<file path="src/rtl/sdk_pkg.sv">
`default_nettype none
package sdk_pkg;

  // One drive command.
  typedef struct packed {
    logic signed [15:0] strafe_x;
    logic signed [15:0] strafe_y;
    logic signed [15:0] rotation;
    logic signed [15:0] heading;
  } cmd_t;

  // One set of wheel results.
  typedef struct packed {
    logic [16:0]        fr_speed;
    logic [16:0]        fl_speed;
    logic [16:0]        br_speed;
    logic [16:0]        bl_speed;
    logic signed [15:0] fr_angle;
    logic signed [15:0] fl_angle;
    logic signed [15:0] br_angle;
    logic signed [15:0] bl_angle;
    logic               hold_angles;
  } res_t;

  // Configuration register indexes.
  typedef enum logic [2:0] {
    REG_LENGTH = 3'd0,
    REG_WIDTH  = 3'd1,
    REG_SCALE  = 3'd2,
    REG_INVERT = 3'd3,
    REG_FIELD  = 3'd4
  } cfg_reg_e;

  // Spacing ratio sequencer states.
  typedef enum logic [1:0] {
    RAT_IDLE,
    RAT_DIV,
    RAT_SQRT
  } rat_state_e;

  localparam int RATIO_W = 19;

  // Spacing ratios and whether they are up to date.
  typedef struct packed {
    logic               ready;
    logic [RATIO_W-1:0] ratio_l;
    logic [RATIO_W-1:0] ratio_w;
  } ratio_t;

  // Arctangent of 2^-i, 2^32 units per turn.
  localparam int ATAN_N = 24;
  localparam logic [31:0] ATAN_TAB [0:ATAN_N-1] = '{
    32'h20000000, 32'h12E4051E, 32'h09FB385B, 32'h051111D4, 32'h028B0D43, 32'h0145D7E1,
    32'h00A2F61E, 32'h00517C55, 32'h0028BE53, 32'h00145F2F, 32'h000A2F98, 32'h000517CC,
    32'h00028BE6, 32'h000145F3, 32'h0000A2FA, 32'h0000517D, 32'h000028BE, 32'h0000145F,
    32'h00000A30, 32'h00000518, 32'h0000028C, 32'h00000146, 32'h000000A3, 32'h00000051
  };

  // Inverse CORDIC gain in Q30.
  localparam logic [29:0] GAIN_INV  = 30'd652032874;
  localparam logic [16:0] SPEED_MAX = 17'd92682;
  localparam logic [15:0] SCALE_ONE = 16'd32768;

  // Negation that saturates minus one to the largest positive value.
  function automatic logic signed [15:0] neg_sat(input logic signed [15:0] v);
    return (v == 16'sh8000) ? 16'sh7FFF : -v;
  endfunction

endpackage
`default_nettype wire

</file>
<file path="src/rtl/sdk_ratio.sv">
`default_nettype none
module sdk_ratio (
  input  logic            clk,
  input  logic            rst_n,
  input  logic [11:0]     len,
  input  logic [11:0]     wid,
  input  logic            restart,
  output sdk_pkg::ratio_t rat
);
  import sdk_pkg::*;

  rat_state_e         state_r, state_nxt;
  logic               sel_r;
  logic [5:0]         cnt_r;
  logic [24:0]        drem_r;
  logic [37:0]        q_r;
  logic [20:0]        srem_r;
  logic [18:0]        root_r;
  logic [RATIO_W-1:0] ratio_l_r, ratio_w_r;

  logic [11:0] len_e, wid_e;
  logic [23:0] lsq, wsq;
  logic [24:0] den;
  logic [25:0] dtry, ddiff;
  logic        dge;
  logic [22:0] stmp, strial, sdiff;
  logic        sge;
  logic        last_div, last_sqrt;

  // A zero spacing counts as one.
  assign len_e = (len == 12'd0) ? 12'd1 : len;
  assign wid_e = (wid == 12'd0) ? 12'd1 : wid;
  assign lsq   = len_e * len_e;
  assign wsq   = wid_e * wid_e;
  assign den   = {1'b0, lsq} + {1'b0, wsq};

  // One quotient bit of nsq * 2^38 / den per cycle.
  assign dtry  = {drem_r, 1'b0};
  assign ddiff = dtry - {1'b0, den};
  assign dge   = (dtry >= {1'b0, den});

  // One root bit of the quotient per cycle.
  assign stmp   = {srem_r, q_r[37:36]};
  assign strial = {2'b00, root_r, 2'b01};
  assign sdiff  = stmp - strial;
  assign sge    = (stmp >= strial);

  assign last_div  = (cnt_r == 6'd37);
  assign last_sqrt = (cnt_r == 6'd18);

  // State register.
  always_ff @(posedge clk) begin
    if (!rst_n) begin
      state_r <= RAT_IDLE;
    end else begin
      state_r <= state_nxt;
    end
  end

  // Next state: divide, then root, once for each ratio.
  always_comb begin
    state_nxt = state_r;
    unique case (state_r)
      RAT_IDLE: state_nxt = RAT_IDLE;
      RAT_DIV:  if (last_div) state_nxt = RAT_SQRT;
      RAT_SQRT: if (last_sqrt) state_nxt = sel_r ? RAT_IDLE : RAT_DIV;
      default:  state_nxt = RAT_IDLE;
    endcase
    if (restart) state_nxt = RAT_DIV;
  end

  // Control counters.
  always_ff @(posedge clk) begin
    if (!rst_n) begin
      sel_r <= 1'b0;
      cnt_r <= 6'd0;
    end else if (restart) begin
      sel_r <= 1'b0;
      cnt_r <= 6'd0;
    end else begin
      case (state_r)
        RAT_DIV: cnt_r <= last_div ? 6'd0 : cnt_r + 6'd1;
        RAT_SQRT: begin
          cnt_r <= last_sqrt ? 6'd0 : cnt_r + 6'd1;
          if (last_sqrt) sel_r <= 1'b1;
        end
        default: cnt_r <= 6'd0;
      endcase
    end
  end

  // Datapath of the divider and the root.
  always_ff @(posedge clk) begin
    if (restart) begin
      drem_r <= {1'b0, lsq};
      q_r    <= '0;
    end else begin
      case (state_r)
        RAT_DIV: begin
          drem_r <= dge ? ddiff[24:0] : dtry[24:0];
          q_r    <= {q_r[36:0], dge};
          if (last_div) begin
            srem_r <= '0;
            root_r <= '0;
          end
        end
        RAT_SQRT: begin
          q_r    <= {q_r[35:0], 2'b00};
          srem_r <= sge ? sdiff[20:0] : stmp[20:0];
          root_r <= {root_r[17:0], sge};
          if (last_sqrt) begin
            if (sel_r) begin
              ratio_w_r <= {root_r[17:0], sge};
            end else begin
              ratio_l_r <= {root_r[17:0], sge};
              drem_r    <= {1'b0, wsq};
              q_r       <= '0;
            end
          end
        end
        default: ;
      endcase
    end
  end

  assign rat.ready   = (state_r == RAT_IDLE) && !restart;
  assign rat.ratio_l = ratio_l_r;
  assign rat.ratio_w = ratio_w_r;

endmodule
`default_nettype wire

</file>
<file path="config.mk">
export PLATFORM = sky130hd
export DESIGN_NAME = sdk_ratio
export DESIGN_NICKNAME = d
export VERILOG_FILES = /design/src/rtl/sdk_pkg.sv /design/src/rtl/sdk_ratio.sv
export SDC_FILE = /design/constraint.sdc
export NUM_CORES = 1
export LEC_CHECK = 0
export BUFFER_PORTS_ARGS = -buffer_cell sky130_fd_sc_hd__buf_2
export CORE_UTILIZATION = 44
export DETAILED_ROUTE_END_ITERATION = 10
export GPL_ROUTABILITY_DRIVEN = 0
export HOLD_SLACK_MARGIN = 0.02
export SLEW_MARGIN = 10
export SYNTH_ARGS = -nofsm -noshare
export SYNTH_HDL_FRONTEND = slang
export SYNTH_SLANG_ARGS = --single-unit
</file>
<file path="constraint.sdc">
create_clock -name clk -period 9.4 [get_ports clk]
set_input_delay 0.47 -clock clk [delete_from_list [all_inputs] [get_ports clk]]
set_output_delay 0.47 -clock clk [all_outputs]
set_load 0.01 [all_outputs]
</file>
==> results.tsv <==
metric	value	unit
largest_net_degree_at_the_start_of_global_routing	77	
worst_setup_hold_path_clk_slew	0.07	ns
antenna_left	0	
die_height	201.5	um
filler_cell_count	3718	
syn_area_per_cell	9.059	um2
final-setup-viol-count	0	
tritoncts_clock_tree	built	
crit_path_end_kind	register	
slew_headroom	23.72	%
via_count_of_the_routed_design	13590	
netlist-cell-type-count	87	
final_cell_count_no_fill	2493	
hold_path_startpoint	rst_n	
worstPathArrival	9.12	ns
placement.io_buffers	65	
fin_worst_skew	0.02184	ns
area.growth.synth_to_final	8.677	%
fin_tns_setup	0	ns
globalRouteOverflowTotal	0	
cts_htree_levels	4	
netlist_instances	1934	
ctsRootBufferMaster	sky130_fd_sc_hd__clkbuf_16	
report.final.hold_viol_count	0	
insertion_delay	0.46	ns
diode_count	0	
critical_path.reg2reg.startpoint	drem_r[0]$_DFFE_PP_	
cp-start-kind	primary input	
timing.critical_path.fanout_max	13	
syn_area	17520	um2
numCtsBuffers	17	
grt_setup_unrepaired	no	
finish.net_count	2334	
cts-hold-fix-buffers	0	
synthArstFlopShare	0	%
ys_dominant_reg_cell	sky130_fd_sc_hd__edfxtp_1	
clk_path_buf_depth	2	
first_pass_iters	6	
grtUsageTotal	19.89	%
timing.critical_path.max_delay_family	adder cells	
crit_buf_inv	7	
worst_hold_path.endpoint	state_r[0]$_SDFFE_PN0P_	
maxSlewViolCount	0	
path_class_of_the_lowest_slack_min_delay_path	in2reg	
place.detailed.instances	2457	
timing.reg2reg.setup_slack	5.98	ns
tightestPinTransition	1.141	ns
synth-edff-count	102	
grt_pass1_vias	13710	
worst_r2r_endpoint	drem_r[17]$_DFFE_PP_	
postRouteWirelength	39150	um
required_time_of_the_critical_path	9.60	ns
dpl.hpwl	30580	um
top_level_ports	66	
synth_warnings	0	
clock.fmax	0.1121	GHz
worst_hold_path.num_cells	2	
fp.dieArea	40620	um2
fin_crit	8.920	ns
path_depth	37	
worst-setup-path-type	in2reg	
max_cap_viol_count	0	
outcome	completed	
start_util	45.02	%
synth.yosys.seq_area_share	22.97	%
route.detailed.wl_per_inst	15.70	um
core_region_area	38920	um2
portion_of_synthesized_cell_area_occupied_by_the_leading_cell_type	18.40	%
synth_area_leader_cell	sky130_fd_sc_hd__fa_1	
synth.net_count	2306	
synth_seq_cells	150	
drt_drc_violations_left	0	
cts.sinks	150	
fp.dieW	201.5	um
netlist_top_cells_area	sky130_fd_sc_hd__fa_1 18%, sky130_fd_sc_hd__edfxtp_1 17%, sky130_fd_sc_hd__ha_1 13%	
cpPeakStageDelay	0.53	ns
worst_r2r_path_depth	10	
detail_route.vias_per_cell	5.450	
row_count	72	
drt_iter0_drc	709	
layout-drive-gt1-share	8.456	%
period_share	94.90	%
cp_slowest_cell	sky130_fd_sc_hd__fa_1	
synth_commonest_cells	302 x sky130_fd_sc_hd__inv_1, 184 x sky130_fd_sc_hd__ha_1, 163 x sky130_fd_sc_hd__nor2_1	
antenna_found_initial	0	
grt_pass1_wl	66410	um
most_common_cell_in_the_synthesized_netlist	sky130_fd_sc_hd__inv_1	
==> layout make-up <==
type                            instances  area [um2]  share of cell area, %
Clock buffer                           18       429.2                  2.254
Sequential cell                       150        4024                  21.13
Timing Repair Buffer                   90       538.0                  2.826
Tap cell                              518       648.1                  3.404
Inverter                              304        1144                  6.006
Multi-Input combinational cell       1399       12080                  63.46
Clock inverter                         14       173.9                 0.9135
==> metal layers <==
layer | global-route usage (%) | routed length (um) | share of wire [%] | vias to the layer above
met2 | 35.92 | 19930 | 51 | 200
met5 | 0 | 0 | 0 | -
met4 | 6.115 | 869 | 2.2 | 0
met3 | 2.025 | 950 | 2.4 | 45
li1 | - | - | - | 6650
met1 | 24.84 | 17400 | 44 | 6692
==> cells in the final DEF, fill, tap and decap left out, drive strengths merged, types with 9 or more instances in the layout <==
cell type    n
nand3       30
a211oi      56
and2        65
o21bai      12
a21o        30
a22oi       39
inv        309
edfxtp     102
mux2i       27
o21a        18
nor2b       17
ha         184
o211ai      14
buf         90
a21oi       88
fa         161
o21ai       59
xnor2       63
a31oi       17
xor2        39
nor2       163
nand2      130
a22o         9
nor4        12
dfxtp       48
and3        14
nor3        37
nand4       12
clkbuf      18
==> logic make-up after synthesis <==
logic type	synth area share, %
flip-flops	22.97
AO/OA/AOI/OAI	16.10
XOR/XNOR	5.099
multiplexers	1.864
buffers and inverters	8.442
AND/OR/NAND/NOR	13.99
adder cells (fa/ha/maj)	31.54
==> registers in the layout, indices dropped and copies added, names as in the netlist <==
signal     count
cnt_r          6
drem_r        25
q_r           38
ratio_l_r     19
ratio_w_r     19
root_r        19
sel_r          1
srem_r        21
state_r        2
==> stage by stage <==
step / utilization (%) / setup slack, ns / hold slack, ns / instance area (um2)
2_1_floorplan: - / 0.9284 / 0.4446 / 17520
6_report: 48.92 / 0.4798 / 0.2992 / 19040
3_5_place_dp: 47.23 / 0.03505 / 0.4591 / 18380
3_3_place_gp: 47.23 / 0.3422 / 0.4561 / 18380
5_1_grt: 48.92 / 0.002375 / 0.3027 / 19040
4_1_cts: 48.78 / 0.5023 / 0.2889 / 18980
==> how the worst max path moves through the flow <==
stage / endpoint / start / slack (ns)
floorplan: drem_r[22]$_DFFE_PP_ / len[4] / 0.93
global placement: drem_r[21]$_DFFE_PP_ / len[2] / 0.34
detailed placement: drem_r[21]$_DFFE_PP_ / len[2] / 0.04
CTS: drem_r[21]$_DFFE_PP_ / len[2] / 0.50
global route: drem_r[21]$_DFFE_PP_ / len[7] / 0.002
finish: drem_r[21]$_DFFE_PP_ / len[2] / 0.48
==> worst register-to-register path, cell delays in order (launching register included) <==
cell and delay (ns):
sky130_fd_sc_hd__edfxtp_1 0.45, sky130_fd_sc_hd__fa_1 0.51, sky130_fd_sc_hd__a21oi_1 0.19, sky130_fd_sc_hd__o211ai_1 0.18, sky130_fd_sc_hd__a211oi_1 0.45, sky130_fd_sc_hd__o2111ai_1 0.23
sky130_fd_sc_hd__a21oi_4 0.40, sky130_fd_sc_hd__buf_4 0.22, sky130_fd_sc_hd__nor3_2 0.06, sky130_fd_sc_hd__buf_4 0.19, sky130_fd_sc_hd__a221o_1 0.30
==> timing repair <==
action	4_1_cts	5_1_grt
setup endpoints to repair	0	16
buffers inserted	0	4
resized for setup	0	3
Power is left out: the tool's default activity adds up to more than one toggle a clock period on the data nets, which glitch-free logic cannot reach.
